File: config.mk
export PLATFORM = sky130hd
export DESIGN_NAME = header_synced_frame_decoder_top_flat
export DESIGN_NICKNAME = d
export VERILOG_FILES = /design/src/design/hsfd_pkg.sv /design/src/design/hsfd_byte_if.sv /design/src/design/hsfd_result_if.sv /design/src/design/header_synced_frame_decoder_top.sv /design/src/design/hsfd_front.sv /design/src/design/hsfd_queue.sv /design/src/design/hsfd_back.sv /design/src/flat_wrapper.sv
export SDC_FILE = /design/constraint.sdc
export NUM_CORES = 1
export LEC_CHECK = 0
export BUFFER_PORTS_ARGS = -buffer_cell sky130_fd_sc_hd__clkbuf_2
export CELL_PAD_IN_SITES_DETAIL_PLACEMENT = 0
export CELL_PAD_IN_SITES_GLOBAL_PLACEMENT = 2
export CORE_UTILIZATION = 47
export CTS_CLUSTER_SIZE = 10
export DETAILED_ROUTE_END_ITERATION = 8
export GPL_TIMING_DRIVEN = 0
export PLACE_DENSITY = 0.85
export SLEW_MARGIN = 20
export SYNTH_ARGS = -nofsm -noshare
export SYNTH_HDL_FRONTEND = slang
export SYNTH_HIERARCHICAL = 1
export SYNTH_SLANG_ARGS = --single-unit
export TNS_END_PERCENT = 5
File: constraint.sdc
create_clock -name clk -period 9.5 [get_ports clk]
set_input_delay 0.475 -clock clk [delete_from_list [all_inputs] [get_ports clk]]
set_output_delay 0.475 -clock clk [all_outputs]
set_load 0.05 [all_outputs]
File: src/design/hsfd_pkg.sv
// hsfd_pkg: shared types and constants of the header synced frame decoder
// used by the front, the queue, the back and the top level; no dependencies
`default_nettype none

package hsfd_pkg;

  // the channel fields of the configuration always have sixteen slots
  localparam int NUM_SLOTS = 16;
  // widest frame is eight header bytes plus sixteen four-byte channels
  localparam int LEN_W     = 8;

  localparam logic [31:0] SIGN_BIT8  = 32'h0000_0080;
  localparam logic [31:0] SIGN_BIT16 = 32'h0000_8000;
  localparam logic [31:0] EXT_MASK8  = 32'hFFFF_FF00;
  localparam logic [31:0] EXT_MASK16 = 32'hFFFF_0000;

  typedef enum logic [2:0] {
    REG_HEADER_LENGTH  = 3'd0,
    REG_HEADER_BYTES   = 3'd1,
    REG_CHANNEL_COUNT  = 3'd2,
    REG_CHANNEL_WIDTHS = 3'd3,
    REG_CHANNEL_LE     = 3'd4,
    REG_CHANNEL_SIGNED = 3'd5
  } reg_index_t;

  typedef enum logic [1:0] {
    WCODE_BYTE     = 2'd0,
    WCODE_HALF     = 2'd1,
    WCODE_WORD     = 2'd2,
    WCODE_RESERVED = 2'd3
  } width_code_t;

  typedef struct packed {
    logic [3:0]  header_length;
    logic [63:0] header_bytes;
    logic [4:0]  channel_count;
    logic [31:0] channel_widths;
    logic [15:0] channel_little_endian;
    logic [15:0] channel_signed;
  } cfg_t;

  // one frame data byte on its way from the front to the back
  typedef struct packed {
    logic [7:0] data;
    logic [3:0] ch;
    logic [1:0] bidx;
    logic [1:0] nbm1;
    logic       last_byte;
    logic       last_chan;
  } qent_t;

endpackage

`default_nettype wire

File: src/design/hsfd_byte_if.sv
// hsfd_byte_if: valid/ready channel carrying one raw stream byte
// no dependencies
`default_nettype none

interface hsfd_byte_if;
  logic       valid;
  logic       ready;
  logic [7:0] data_byte;

  modport source (output valid, output data_byte, input ready);
  modport sink   (input valid, input data_byte, output ready);
endinterface

`default_nettype wire

File: src/design/hsfd_result_if.sv
// hsfd_result_if: valid/ready channel carrying one decoded channel result
// no dependencies
`default_nettype none

interface hsfd_result_if;
  logic               valid;
  logic               ready;
  logic        [3:0]  channel_index;
  logic signed [31:0] channel_value;
  logic               last_channel;

  modport source (output valid, output channel_index, output channel_value,
                  output last_channel, input ready);
  modport sink   (input valid, input channel_index, input channel_value,
                  input last_channel, output ready);
endinterface

`default_nettype wire

File: src/design/header_synced_frame_decoder_top.sv
// header_synced_frame_decoder_top: configuration registers and the
// front / queue / back chain; depends on hsfd_pkg, both interfaces and all submodules
//
//  port      dir   kind        transfer moves
//  stream    in    valid/ready one raw stream byte (data_byte)
//  result    out   valid/ready one channel result (index, value, last)
//  wr_*      in    write only  one configuration register
//
// a byte is taken in (intake), the register set checked (setup); an invalid set
// ends there, else header bytes are read and compared until one differs; a
// matching frame then reads and pushes each data byte, one window memory read
// port shared by header and data bytes. the back drains results on its own, so
// a stalled result side holds the front only once the four-entry byte queue fills.
// reset is synchronous; a fill count makes unwritten window entries read as zero.
`default_nettype none

module header_synced_frame_decoder_top #(
  parameter int WINDOW_BYTES = 64,
  parameter int MAX_CHANNELS = 16,
  parameter int MAX_HEADER   = 8
) (
  input  wire         clk,
  input  wire         rst,
  hsfd_byte_if.sink   stream,
  hsfd_result_if.source result,
  input  wire         wr_en,
  input  wire  [2:0]  wr_index,
  input  wire  [63:0] wr_data
);
  import hsfd_pkg::*;

  cfg_t  cfg;
  logic  q_push, q_pop, q_full, q_empty;
  qent_t q_in, q_out;

  always_ff @(posedge clk) begin
    if (rst) begin
      cfg.header_length         <= 4'd1;
      cfg.header_bytes          <= 64'd0;
      cfg.channel_count         <= 5'd1;
      cfg.channel_widths        <= 32'd0;
      cfg.channel_little_endian <= 16'hFFFF;
      cfg.channel_signed        <= 16'd0;
    end else if (wr_en) begin
      case (wr_index)
        REG_HEADER_LENGTH:  cfg.header_length         <= wr_data[3:0];
        REG_HEADER_BYTES:   cfg.header_bytes          <= wr_data;
        REG_CHANNEL_COUNT:  cfg.channel_count         <= wr_data[4:0];
        REG_CHANNEL_WIDTHS: cfg.channel_widths        <= wr_data[31:0];
        REG_CHANNEL_LE:     cfg.channel_little_endian <= wr_data[15:0];
        REG_CHANNEL_SIGNED: cfg.channel_signed        <= wr_data[15:0];
        default: ;
      endcase
    end
  end

  hsfd_front #(
    .WINDOW_BYTES (WINDOW_BYTES),
    .MAX_CHANNELS (MAX_CHANNELS),
    .MAX_HEADER   (MAX_HEADER)
  ) u_front (
    .clk    (clk),
    .rst    (rst),
    .stream (stream),
    .cfg    (cfg),
    .q_push (q_push),
    .q_data (q_in),
    .q_full (q_full)
  );

  hsfd_queue u_queue (
    .clk       (clk),
    .rst       (rst),
    .push      (q_push),
    .push_data (q_in),
    .full      (q_full),
    .pop       (q_pop),
    .pop_data  (q_out),
    .empty     (q_empty)
  );

  hsfd_back u_back (
    .clk     (clk),
    .rst     (rst),
    .cfg     (cfg),
    .q_empty (q_empty),
    .q_data  (q_out),
    .q_pop   (q_pop),
    .result  (result)
  );

endmodule

`default_nettype wire

File: src/design/hsfd_front.sv
// hsfd_front: byte intake, window memory, header match and data byte readout
// depends on hsfd_pkg and hsfd_byte_if; feeds hsfd_queue
`default_nettype none

module hsfd_front #(
  parameter int WINDOW_BYTES = 64,
  parameter int MAX_CHANNELS = 16,
  parameter int MAX_HEADER   = 8
) (
  input  wire              clk,
  input  wire              rst,
  hsfd_byte_if.sink        stream,
  input  hsfd_pkg::cfg_t   cfg,
  output logic             q_push,
  output hsfd_pkg::qent_t  q_data,
  input  wire              q_full
);
  import hsfd_pkg::*;

  localparam int AW = (WINDOW_BYTES > 1) ? $clog2(WINDOW_BYTES) : 1;
  localparam int FW = $clog2(WINDOW_BYTES + 1);
  localparam logic [AW-1:0] LAST_ADDR = AW'(WINDOW_BYTES - 1);
  localparam logic [AW:0]   WIN_X     = (AW+1)'(WINDOW_BYTES);
  localparam logic [FW-1:0] FILL_MAX  = FW'(WINDOW_BYTES);
  localparam logic [LEN_W:0] LEN_MAX  = (LEN_W+1)'(WINDOW_BYTES);
  localparam logic [3:0]    HL_MAX    = 4'(MAX_HEADER);
  localparam logic [4:0]    CC_MAX    = 5'(MAX_CHANNELS);

  typedef enum logic [5:0] {
    S_IDLE  = 6'b000001,
    S_SETUP = 6'b000010,
    S_HREAD = 6'b000100,
    S_HCHK  = 6'b001000,
    S_DREAD = 6'b010000,
    S_DPUSH = 6'b100000
  } state_t;

  state_t state, state_next;

  logic [7:0]    mem [WINDOW_BYTES];
  logic [7:0]    rd_data;
  logic [AW-1:0] wptr;
  logic [FW-1:0] fill;
  logic [AW-1:0] rd_addr;
  logic [AW-1:0] age;
  logic          live;
  logic [2:0]    hidx;
  logic [3:0]    ch;
  logic [1:0]    bidx;

  logic [NUM_SLOTS-1:0] used_slot, m1, m2, m4, mres;
  logic [LEN_W-1:0] len_comb, len_q;
  logic             ok_comb, ok_q;

  logic          accept;
  logic [AW:0]   gap, start_sum;
  logic [AW-1:0] start_addr;
  logic [AW-1:0] rd_addr_inc;
  logic [7:0]    rbyte;
  logic [7:0]    hdr_byte;
  logic          hdr_match;
  logic          last_hdr;
  logic [1:0]    wcode;
  logic [1:0]    nbm1;
  logic          last_byte;
  logic          last_chan;

  // frame length from header length and per-width channel counts
  always_comb begin
    for (int c = 0; c < NUM_SLOTS; c++) begin
      used_slot[c] = 5'(c) < cfg.channel_count;
      m1[c]   = used_slot[c] && (cfg.channel_widths[2*c +: 2] == WCODE_BYTE);
      m2[c]   = used_slot[c] && (cfg.channel_widths[2*c +: 2] == WCODE_HALF);
      m4[c]   = used_slot[c] && (cfg.channel_widths[2*c +: 2] == WCODE_WORD);
      mres[c] = used_slot[c] && (cfg.channel_widths[2*c +: 2] == WCODE_RESERVED);
    end
    len_comb = 8'(cfg.header_length) + 8'($countones(m1))
             + (8'($countones(m2)) << 1) + (8'($countones(m4)) << 2);
    ok_comb = (cfg.header_length != 4'd0) && (cfg.header_length <= HL_MAX)
           && (cfg.channel_count != 5'd0) && (cfg.channel_count <= CC_MAX)
           && (mres == '0) && ({1'b0, len_comb} <= LEN_MAX);
  end

  always_ff @(posedge clk) begin
    len_q <= len_comb;
    ok_q  <= ok_comb;
  end

  assign stream.ready = (state == S_IDLE) && !rst;
  assign accept       = stream.valid && stream.ready;

  // oldest frame byte sits (WINDOW_BYTES - len) places after the oldest entry
  assign gap        = (AW+1)'((LEN_W+1)'(WINDOW_BYTES) - {1'b0, len_q});
  assign start_sum  = {1'b0, wptr} + gap;
  assign start_addr = (start_sum >= WIN_X) ? AW'(start_sum - WIN_X) : AW'(start_sum);

  assign rd_addr_inc = (rd_addr == LAST_ADDR) ? '0 : rd_addr + 1'b1;

  // entries never written read as zero
  assign rbyte     = live ? rd_data : 8'd0;
  assign hdr_byte  = cfg.header_bytes[{hidx, 3'b000} +: 8];
  assign hdr_match = (rbyte == hdr_byte);
  assign last_hdr  = (hidx == 3'(cfg.header_length - 4'd1));

  assign wcode     = cfg.channel_widths[{ch, 1'b0} +: 2];
  assign nbm1      = (wcode == WCODE_WORD) ? 2'd3 : ((wcode == WCODE_HALF) ? 2'd1 : 2'd0);
  assign last_byte = (bidx == nbm1);
  assign last_chan = (ch == 4'(cfg.channel_count - 5'd1));

  assign q_push = (state == S_DPUSH) && !q_full;
  // fields in struct order: data, ch, bidx, nbm1, last_byte, last_chan
  assign q_data = {rbyte, ch, bidx, nbm1, last_byte, last_chan};

  always_comb begin
    state_next = state;
    case (state)
      S_IDLE:  if (accept) state_next = S_SETUP;
      S_SETUP: state_next = ok_q ? S_HREAD : S_IDLE;
      S_HREAD: state_next = S_HCHK;
      S_HCHK: begin
        if (!hdr_match)    state_next = S_IDLE;
        else if (last_hdr) state_next = S_DREAD;
        else               state_next = S_HREAD;
      end
      S_DREAD: state_next = S_DPUSH;
      S_DPUSH: begin
        if (q_push) state_next = (last_byte && last_chan) ? S_IDLE : S_DREAD;
      end
      default: state_next = S_IDLE;
    endcase
  end

  always_ff @(posedge clk) begin
    if (rst) begin
      state <= S_IDLE;
      wptr  <= '0;
      fill  <= '0;
    end else begin
      state <= state_next;
      if (accept) begin
        wptr <= (wptr == LAST_ADDR) ? '0 : wptr + 1'b1;
        if (fill != FILL_MAX) fill <= fill + 1'b1;
      end
    end
  end

  always_ff @(posedge clk) begin
    if (accept) mem[wptr] <= stream.data_byte;
    rd_data <= mem[rd_addr];
  end

  always_ff @(posedge clk) begin
    case (state)
      S_SETUP: begin
        rd_addr <= start_addr;
        age     <= AW'(len_q - 8'd1);
        hidx    <= '0;
      end
      S_HREAD, S_DREAD: live <= FW'(age) < fill;
      S_HCHK: begin
        rd_addr <= rd_addr_inc;
        age     <= age - 1'b1;
        hidx    <= hidx + 1'b1;
        ch      <= '0;
        bidx    <= '0;
      end
      S_DPUSH: begin
        if (q_push) begin
          rd_addr <= rd_addr_inc;
          age     <= age - 1'b1;
          if (last_byte) begin
            bidx <= '0;
            ch   <= ch + 1'b1;
          end else begin
            bidx <= bidx + 1'b1;
          end
        end
      end
      default: ;
    endcase
  end

endmodule

`default_nettype wire

File: src/design/hsfd_queue.sv
// hsfd_queue: four-entry fifo of frame data bytes between front and back
// depends on hsfd_pkg
`default_nettype none

module hsfd_queue (
  input  wire              clk,
  input  wire              rst,
  input  wire              push,
  input  hsfd_pkg::qent_t  push_data,
  output logic             full,
  input  wire              pop,
  output hsfd_pkg::qent_t  pop_data,
  output logic             empty
);
  import hsfd_pkg::*;

  qent_t      slots [4];
  logic [1:0] wr_ptr, rd_ptr;
  logic [2:0] count;

  assign full     = (count == 3'd4);
  assign empty    = (count == 3'd0);
  assign pop_data = slots[rd_ptr];

  always_ff @(posedge clk) begin
    if (rst) begin
      wr_ptr <= '0;
      rd_ptr <= '0;
      count  <= '0;
    end else begin
      if (push) wr_ptr <= wr_ptr + 1'b1;
      if (pop)  rd_ptr <= rd_ptr + 1'b1;
      case ({push, pop})
        2'b10:   count <= count + 1'b1;
        2'b01:   count <= count - 1'b1;
        default: count <= count;
      endcase
    end
  end

  always_ff @(posedge clk) begin
    if (push) slots[wr_ptr] <= push_data;
  end

endmodule

`default_nettype wire

File: src/design/hsfd_back.sv
// hsfd_back: assembles channel values from queued bytes, sign-extends them
// and holds each result in an output register; depends on hsfd_pkg, hsfd_result_if
`default_nettype none

module hsfd_back (
  input  wire              clk,
  input  wire              rst,
  input  hsfd_pkg::cfg_t   cfg,
  input  wire              q_empty,
  input  hsfd_pkg::qent_t  q_data,
  output logic             q_pop,
  hsfd_result_if.source    result
);
  import hsfd_pkg::*;

  logic        res_valid;
  logic [3:0]  res_index;
  logic [31:0] res_value;
  logic        res_last;
  logic [31:0] acc;
  logic [1:0]  pos;
  logic [31:0] assembled;
  logic        sgn;
  logic [31:0] extended;

  assign q_pop = !q_empty && (!res_valid || result.ready);

  // byte place inside the value depends on the channel's byte order
  assign pos = cfg.channel_little_endian[q_data.ch] ? q_data.bidx : q_data.nbm1 - q_data.bidx;
  assign assembled = ((q_data.bidx == 2'd0) ? 32'd0 : acc)
                   | (32'(q_data.data) << {pos, 3'b000});

  assign sgn = cfg.channel_signed[q_data.ch];
  always_comb begin
    extended = assembled;
    if (sgn && (q_data.nbm1 == 2'd0) && ((assembled & SIGN_BIT8) != 32'd0))
      extended = assembled | EXT_MASK8;
    if (sgn && (q_data.nbm1 == 2'd1) && ((assembled & SIGN_BIT16) != 32'd0))
      extended = assembled | EXT_MASK16;
  end

  always_ff @(posedge clk) begin
    if (rst) begin
      res_valid <= 1'b0;
    end else begin
      if (result.ready) res_valid <= 1'b0;
      if (q_pop && q_data.last_byte) res_valid <= 1'b1;
    end
  end

  always_ff @(posedge clk) begin
    if (q_pop) begin
      acc <= assembled;
      if (q_data.last_byte) begin
        res_index <= q_data.ch;
        res_value <= extended;
        res_last  <= q_data.last_chan;
      end
    end
  end

  assign result.valid         = res_valid;
  assign result.channel_index = res_index;
  assign result.channel_value = $signed(res_value);
  assign result.last_channel  = res_last;

endmodule

`default_nettype wire
File: src/flat_wrapper.sv
// flat-port wrapper written by rule: the top's interface ports become plain ports
module header_synced_frame_decoder_top_flat import hsfd_pkg::*;
#(
  parameter int WINDOW_BYTES = 64,
  parameter int MAX_CHANNELS = 16,
  parameter int MAX_HEADER   = 8
)
  (clk, rst, wr_en, wr_index, wr_data, stream_valid, stream_data_byte, stream_ready, result_valid, result_channel_index, result_channel_value, result_last_channel, result_ready);
  hsfd_byte_if stream_i ();
  hsfd_result_if result_i ();
  input  wire clk;
  input  wire rst;
  input  wire wr_en;
  input  wire  [2:0] wr_index;
  input  wire  [63:0] wr_data;
  input wire logic [$bits(stream_i.valid)-1:0] stream_valid;
  input wire logic [$bits(stream_i.data_byte)-1:0] stream_data_byte;
  output wire logic [$bits(stream_i.ready)-1:0] stream_ready;
  output wire logic [$bits(result_i.valid)-1:0] result_valid;
  output wire logic [$bits(result_i.channel_index)-1:0] result_channel_index;
  output wire logic [$bits(result_i.channel_value)-1:0] result_channel_value;
  output wire logic [$bits(result_i.last_channel)-1:0] result_last_channel;
  input wire logic [$bits(result_i.ready)-1:0] result_ready;
  assign stream_i.valid = stream_valid;
  assign stream_i.data_byte = stream_data_byte;
  assign stream_ready = stream_i.ready;
  assign result_valid = result_i.valid;
  assign result_channel_index = result_i.channel_index;
  assign result_channel_value = result_i.channel_value;
  assign result_last_channel = result_i.last_channel;
  assign result_i.ready = result_ready;
  header_synced_frame_decoder_top #(.WINDOW_BYTES(WINDOW_BYTES), .MAX_CHANNELS(MAX_CHANNELS), .MAX_HEADER(MAX_HEADER)) u_core (.clk(clk), .rst(rst), .stream(stream_i), .result(result_i), .wr_en(wr_en), .wr_index(wr_index), .wr_data(wr_data));
endmodule
==> run summary, run 1 <==
Ys flop type: edfxtp_1
Most frequent cells in the layout: edfxtp_1, nand2b_1, mux4_2, dfxtp_1, mux2i_1
Hold path depth: 3
Reg-to-Reg Start: u_core/cfg[68]$_SDFFE_PP0P_
Post-route ant nets: 0
Reg2Reg Depth: 25
Antenna violations before repair: 1
Leading area contributor after synthesis: edfxtp_1
Setup Skew: 0.05001 ns
First-pass DRT Iterations: 5
Die Y: 286.0 um
Hpwl dp: 63730 um
Gpl congestion: 0.8861
Clock sinks: 856
Port Buffers: 118
Worst-path clk slew: 0.05 ns
DRC Markers: 0
Final Max Tran Viols: 0
CTS tree: done
Unique masters post-synth: 76
HP Class: in -> reg
# setup viols final: 0
Final hold violation count: 0
Max_slew headroom: 24.08%
Reg2reg setup slack: 1.56 ns
Row Count: 103
#FFs+latches synth: 856
Setup CP Type: reg -> reg
Total GRT Usage: 22.72%
# hold bufs at CTS: 0
Worst hold slack: 0.07309 ns
Clk_lat worst skew: 0.67 ns
Setup TNS Final: 0 ns
Synth warnings: 6
Worst r2r dst: u_core/u_front/ok_q$_DFF_P_
Unrepaired setup endpoints after global routing: no
Least-Margin Pin Slew: 1.139 ns
Yosys top cell area share: 53.45%
H-Tree Depth: 3
Cell count after synthesis: 2383
Fin nets: 2778
Leakage: 14.93 nW
Core area: 0.07939 mm2
Pwr Total: 9.706 mW
Number of setup buffers added after CTS: 0
Via density: 5.796
Status: finished clean
Die area: 0.08182 mm2
Number of global-route vias before repair: 21990
Die Wd: 286.0 um
Layout fillers: 6450
Largest net degree at the start of global routing: 65
Critical path arrival: 8.50 ns
Post-CTS resize count: 0
Worst Hold Endpoint: u_core/cfg[105]$_SDFFE_PP0P_
Power per cell area: 227.6 mW/mm2
First-pass GRT wire length: 137500 um
Post-Syn Area: 0.03792 mm2
Sequential fraction of the synthesis area: 63.01%
Max VDD drop: 0.2252 mV
Max Cap Violations: 0
Hold Crit Start: wr_data[36]
Top cells by area, synth: edfxtp_1, mux4_2, dfxtp_1
Commonest non-fill, non-tap cell in the layout: edfxtp_1
DR vias: 21450
Clock Path Buffers: 3
Number of flops mapped to enable cells by yosys: 675
Overflow after GRT: 0
Routed wire per std cell: 24.90 um
Num CTS Buffers: 97
Tmin final: 7.941 ns
Starting density of the core: 47.77%
Crit Path Max Fanout: 8
Final wirelength: 92130 um
Syn_nets: 2560
Fraction of layout cells with a size suffix above 1: 19.00%
Crit end category: flop
Achievable clock frequency: 125.9 MHz
CP Launch Type: flop
Io pins: 119
Synth Area per Inst: 15.91 um2
CP required: 10.05 ns
Ys async rst share: 0%
Root buf cell: clkbuf_16
Violation count after the first detailed-routing iteration: 1791
Tcrit/Tclk final: 83.59%
Layout area overhead: 12.45%
==> cells by family after synthesis <==
group,share of synthesized area (%)
compound gates,3.313
xor+xnor,1.409
simple gates,8.358
fa+ha+maj,3.933
buf+inv,2.775
flops,63.01
mux,17.20
==> Yosys cell counts (33+ instances only) <==
master,count
edfxtp_1,675
xnor2_1,36
dfxtp_1,181
inv_1,97
nor2_1,167
mux4_2,196
clkbuf_1,62
o21ai_0,33
fa_1,37
nand2b_1,197
nand2_1,50
mux2i_1,168
ha_1,60
==> routing by layer <==
layer / up-vias / routed length (um) / GRT usage, %
li1: 9512 / - / -
met1: 10960 / 37660 / 30.02
met2: 797 / 45730 / 37.85
met3: 173 / 5972 / 4.282
met4: 0 / 2762 / 7.580
met5: - / 0 / 0
==> stage by stage <==
step	instances	cell area (um2)	utilization, %	setup WS [ns]
2_1_floorplan	2383	37920	-	2.417
3_3_place_gp	3551	39820	50.17	1.573
3_5_place_dp	3552	39880	50.24	1.589
4_1_cts	3698	42630	53.70	1.515
5_1_grt	3698	42630	53.71	0.9634
6_report	3700	42640	53.71	1.559
==> power breakdown <==
group	leakage (nW)	internal [mW]	switching [mW]
clock	1.32	1.90	1.42
sequential	7.58	4.37	0.0936
combinational	6.03	0.708	1.21
total	14.9	6.98	2.72
==> flip-flops by register name, indices dropped and copies added, names as in the netlist, 3 cells and up, named ones only <==
name / cells
u_core/u_back/acc: 32
u_core/u_queue/slots: 72
u_core/u_front/rd_data: 8
u_core/u_front/rd_addr: 6
u_core/cfg: 137
u_core/u_back/result.channel_value: 32
u_core/u_front/state: 6
u_core/u_back/result.channel_index: 4
u_core/u_front/mem: 512
u_core/u_queue/count: 3
u_core/u_front/fill: 7
u_core/u_front/wptr: 6
u_core/u_front/hidx: 3
u_core/u_front/age: 6
u_core/u_front/ch: 4
u_core/u_front/len_q: 6
==> cell type report <==
type	instances	area (um2)	area share [%]
Clock inverter	7	125.1	0.2934
Tap cell	1050	1314	3.081
Sequential cell	856	23890	56.03
Inverter	97	364.1	0.8539
Multi-Input combinational cell	1298	12990	30.46
Clock buffer	139	2626	6.159
Antenna cell	2	5.005	0.01174
Timing Repair Buffer	119	635.6	1.491
Buffer	132	688.2	1.614
==> worst max-delay path: stages, from the launching register on <==
cell      delay (ns)
dfxtp_1         0.34
clkbuf_1        0.20
nor3_1          0.73
nand2_1         0.21
nand2_1         0.12
nor2_1          0.06
fa_1            0.58
inv_1           0.08
fa_1            0.50
fa_1            0.53
fa_1            0.54
inv_1           0.04
ha_1            0.21
inv_1           0.07
fa_1            0.40
inv_1           0.08
fa_1            0.41
ha_1            0.30
ha_1            0.32
fa_1            0.49
ha_1            0.35
a21oi_1         0.27
xnor2_1         0.12
or4_1           0.42
o31ai_1         0.23
and4_1          0.26
==> worst max-delay path by stage <==
| stage | from | endpoint | slack [ns] | cells past startpoint |
|---|---|---|---|---|
| after CTS | u_core/cfg[68]$_SDFFE_PP0P_ | u_core/u_front/ok_q$_DFF_P_ | 1.52 | 25 |
| after global placement | u_core/cfg[68]$_SDFFE_PP0P_ | u_core/u_front/ok_q$_DFF_P_ | 1.57 | 25 |
| after detailed placement | u_core/cfg[68]$_SDFFE_PP0P_ | u_core/u_front/ok_q$_DFF_P_ | 1.59 | 25 |
| after global routing | u_core/cfg[68]$_SDFFE_PP0P_ | u_core/u_front/ok_q$_DFF_P_ | 0.96 | 25 |
| after floorplan | u_core/cfg[68]$_SDFFE_PP0P_ | u_core/u_front/ok_q$_DFF_P_ | 2.42 | 25 |
| final | u_core/cfg[68]$_SDFFE_PP0P_ | u_core/u_front/ok_q$_DFF_P_ | 1.56 | 25 |
Note: power is estimated with default switching activity, not from simulation.
==> inputs of run 2 (changes only) <==
--- a/config.mk
+++ b/config.mk
@@ -8,11 +8,11 @@
 export BUFFER_PORTS_ARGS = -buffer_cell sky130_fd_sc_hd__clkbuf_2
 export CELL_PAD_IN_SITES_DETAIL_PLACEMENT = 0
 export CELL_PAD_IN_SITES_GLOBAL_PLACEMENT = 2
-export CORE_UTILIZATION = 47
+export CORE_UTILIZATION = 42
 export CTS_CLUSTER_SIZE = 10
 export DETAILED_ROUTE_END_ITERATION = 8
 export GPL_TIMING_DRIVEN = 0
-export PLACE_DENSITY = 0.85
+export PLACE_DENSITY = 0.81
 export SLEW_MARGIN = 20
 export SYNTH_ARGS = -nofsm -noshare
 export SYNTH_HDL_FRONTEND = slang
==> constraint.sdc (replaced) <==
create_clock -name clk -period 6.7 [get_ports clk]
set_input_delay 0.335 -clock clk [delete_from_list [all_inputs] [get_ports clk]]
set_output_delay 0.335 -clock clk [all_outputs]
set_load 0.05 [all_outputs]
==> run summary, run 2 (synthesis results as in run 1) <==
Routed wire per std cell: 23.94 um (-3.9%)
Final hold violation count: 0 (unchanged)
Clock sinks: 856 (unchanged)
Worst setup margin: -0.02502 ns (-1.584 ns)
Die Y: 302.5 um (+5.7%)
Clock Path Buffers: 3 (unchanged)
Total GRT Usage: 20.52% (-2.2 points)
DRC Markers: 0 (unchanged)
Critical path's slowest cell: fa_1
Critical path arrival: 7.32 ns (-1.18 ns)
Worst-path clk slew: 0.06 ns (about the same)
Overflow after GRT: 0 (unchanged)
Tcrit/Tclk final: 100.4% (+17 points)
Leakage: 15.28 nW (+2.3%)
Row Count: 109 (+5.8%)
Regs by FF count: u_core/u_front/mem: 512 flops, u_core/cfg: 137 flops, u_core/u_queue/slots: 72 flops
Placement Setup Slack: -0.6103 ns (-2.199 ns)
Max_slew headroom: 28.74% (+4.7 points)
Final instance area: 0.04369 mm2 (+2.5%)
Port Buffers: 118 (unchanged)
Hpwl dp: 64600 um (+1.4%)
Post-route ant nets: 0 (unchanged)
Top delay family on crit path: adder cells
Largest net degree at the start of global routing: 65 (unchanged)
Layout area overhead: 15.21%
Placed inst area: 0.04007 mm2 (+0.48%)
# setup viols final: 1 (+1)
First-pass DRT Iterations: 5 (unchanged)
Commonest non-fill, non-tap cell in the layout: edfxtp_1
CP Launch Type: flop
Status: finished with violations
Violated checks: negative setup slack
Most frequent cells in the layout: edfxtp_1, nand2b_1, mux4_2, dfxtp_1, mux2i_1
Violation count after the first detailed-routing iteration: 1764 (-1.5%)
Die area: 0.09149 mm2 (+12%)
Number of global-route vias before repair: 21830 (-0.71%)
Die Wd: 302.5 um (+5.7%)
Most used cell along the critical path: fa_1
CTS tree: done
Crit Path Max Fanout: 5 (-3)
Power per cell area: 316.6 mW/mm2 (+39%)
Top sig layer: met4
Clk_lat worst skew: 0.69 ns (+0.02 ns)
Fraction of layout cells with a size suffix above 1: 20.45% (+1.5 points)
H-Tree Depth: 3 (unchanged)
Max stage delay on crit path: 0.57 ns (-0.16 ns)
Crit path buffers/inverters: 6 (+1)
Final Max Tran Viols: 0 (unchanged)
Setup TNS Final: -0.02502 ns (-0.02502 ns)
Crit end category: flop
Num CTS Buffers: 98 (+1.0%)
Via density: 5.557 (-4.1%)
Fin cells: 3874 (+4.7%)
Achievable clock frequency: 148.7 MHz (+18%)
Gpl congestion: 0.8472 (-4.4%)
Setup Skew: 0.06996 ns (+0.01995 ns)
WL met2: 45820 um (+0.20%)
Metal-1 WL: 39440 um (+4.7%)
Root buf cell: clkbuf_16
Worst hold slack: 0.03138 ns (-0.04171 ns)
HP Class: in -> reg
Unrepaired setup endpoints after global routing: yes
Post-layout util: 49.13% (-4.6 points)
DR vias: 21530 (+0.37%)
Core area: 0.08892 mm2 (+12%)
FF/Latch Area: 0.02391 mm2 (about the same)
Final wirelength: 92750 um (+0.67%)
Ant. Diodes: 0 (-2)
Setup CP Type: reg -> reg
Largest Register: u_core/u_front/mem
First-pass GRT wire length: 138800 um (+0.98%)
Io pins: 119 (unchanged)
Footprint of the multi-input gates: 0.01319 mm2 (+1.6%)
Cell total after placement: 3667 (+3.2%)
Max reg flops: 512 (unchanged)
CP required: 7.30 ns (-2.75 ns)
Starting density of the core: 42.65% (-5.1 points)
Max Cap Violations: 0 (unchanged)
Pwr Total: 13.83 mW (+42%)
Layout fillers: 7459 (+16%)
Least-Margin Pin Slew: 1.060 ns (-0.07876 ns)
WL met3: 5561 um (-6.9%)
Tmin final: 6.725 ns (-1.216 ns)
Max VDD drop: 0.2366 mV (+5.1%)
Antenna violations before repair: 2 (+1)
Fin nets: 2843 (+2.3%)
## run 2: changes by cell type in the layout (fill, tap and decap cells not counted), sizes merged
| cell | previous run | this run |
|---|---|---|
| dlygate4sd3 | 0 | 56 |
| inv | 99 | 97 |
| clkbuf | 318 | 304 |
| diode | 2 | 0 |
| clkinvlp | 0 | 1 |
| clkinv | 5 | 12 |
| buf | 72 | 85 |
## run 2: metal layers
| layer | vias to the layer above | global-route usage [%] |
|---|---|---|
| met5 | - | 0 |
| met4 | 0 | 5.252 |
| met3 | 134 | 3.222 |
| met2 | 725 | 34.49 |
| met1 | 11040 | 27.91 |
| li1 | 9628 | - |
## run 2: path summary, 6_finish.rpt
| check | startpoint | end | slack, ns | depth (start not counted) |
|---|---|---|---|---|
| setup / recovery | u_core/cfg[68]$_SDFFE_PP0P_ | u_core/u_front/ok_q$_DFF_P_ | -0.03 | 26 |
| hold / removal | wr_data[6] | u_core/cfg[22]$_SDFFE_PP1P_ | 0.03 | 3 |
| setup reg to reg | u_core/cfg[68]$_SDFFE_PP0P_ | u_core/u_front/ok_q$_DFF_P_ | -0.03 | 26 |
| hold reg to reg | u_core/cfg[100]$_SDFFE_PP0P_ | u_core/cfg[100]$_SDFFE_PP0P_ | 0.47 | 2 |
## run 2: timing repair
item / in CTS / in global routing
resized for setup: 33 / 19
buffers inserted: 7 / 2
pin swaps: 21 / 11
hold buffers: 56 / 0
endpoints found under the hold margin: 66 / 0
endpoints found under the setup margin: 2 / 2
## run 2: power by group
group          leakage [nW]  total, mW  switching [mW]  internal [mW]
registers              7.58       6.33           0.134           6.20
logic                  6.36       2.76            1.72           1.04
clock network          1.34       4.74            2.05           2.69
## run 2: worst min-delay path: cells and delay by family
| family | cells | cell delay [ns] |
|---|---|---|
| multiplexers | 1 | 0.13 |
| buffers and inverters | 1 | 0.12 |
| AND/OR/NAND/NOR | 1 | 0.06 |
## run 2: final cells by class
type	count	area share, %
flip-flops and latches	856	54.72
multi-input cells	1298	30.19
clock buffers	130	5.937
well taps	1165	3.336
repair buffers	184	2.901
plain buffers	131	1.618
inverters	97	0.8334
clock inverters	13	0.4639
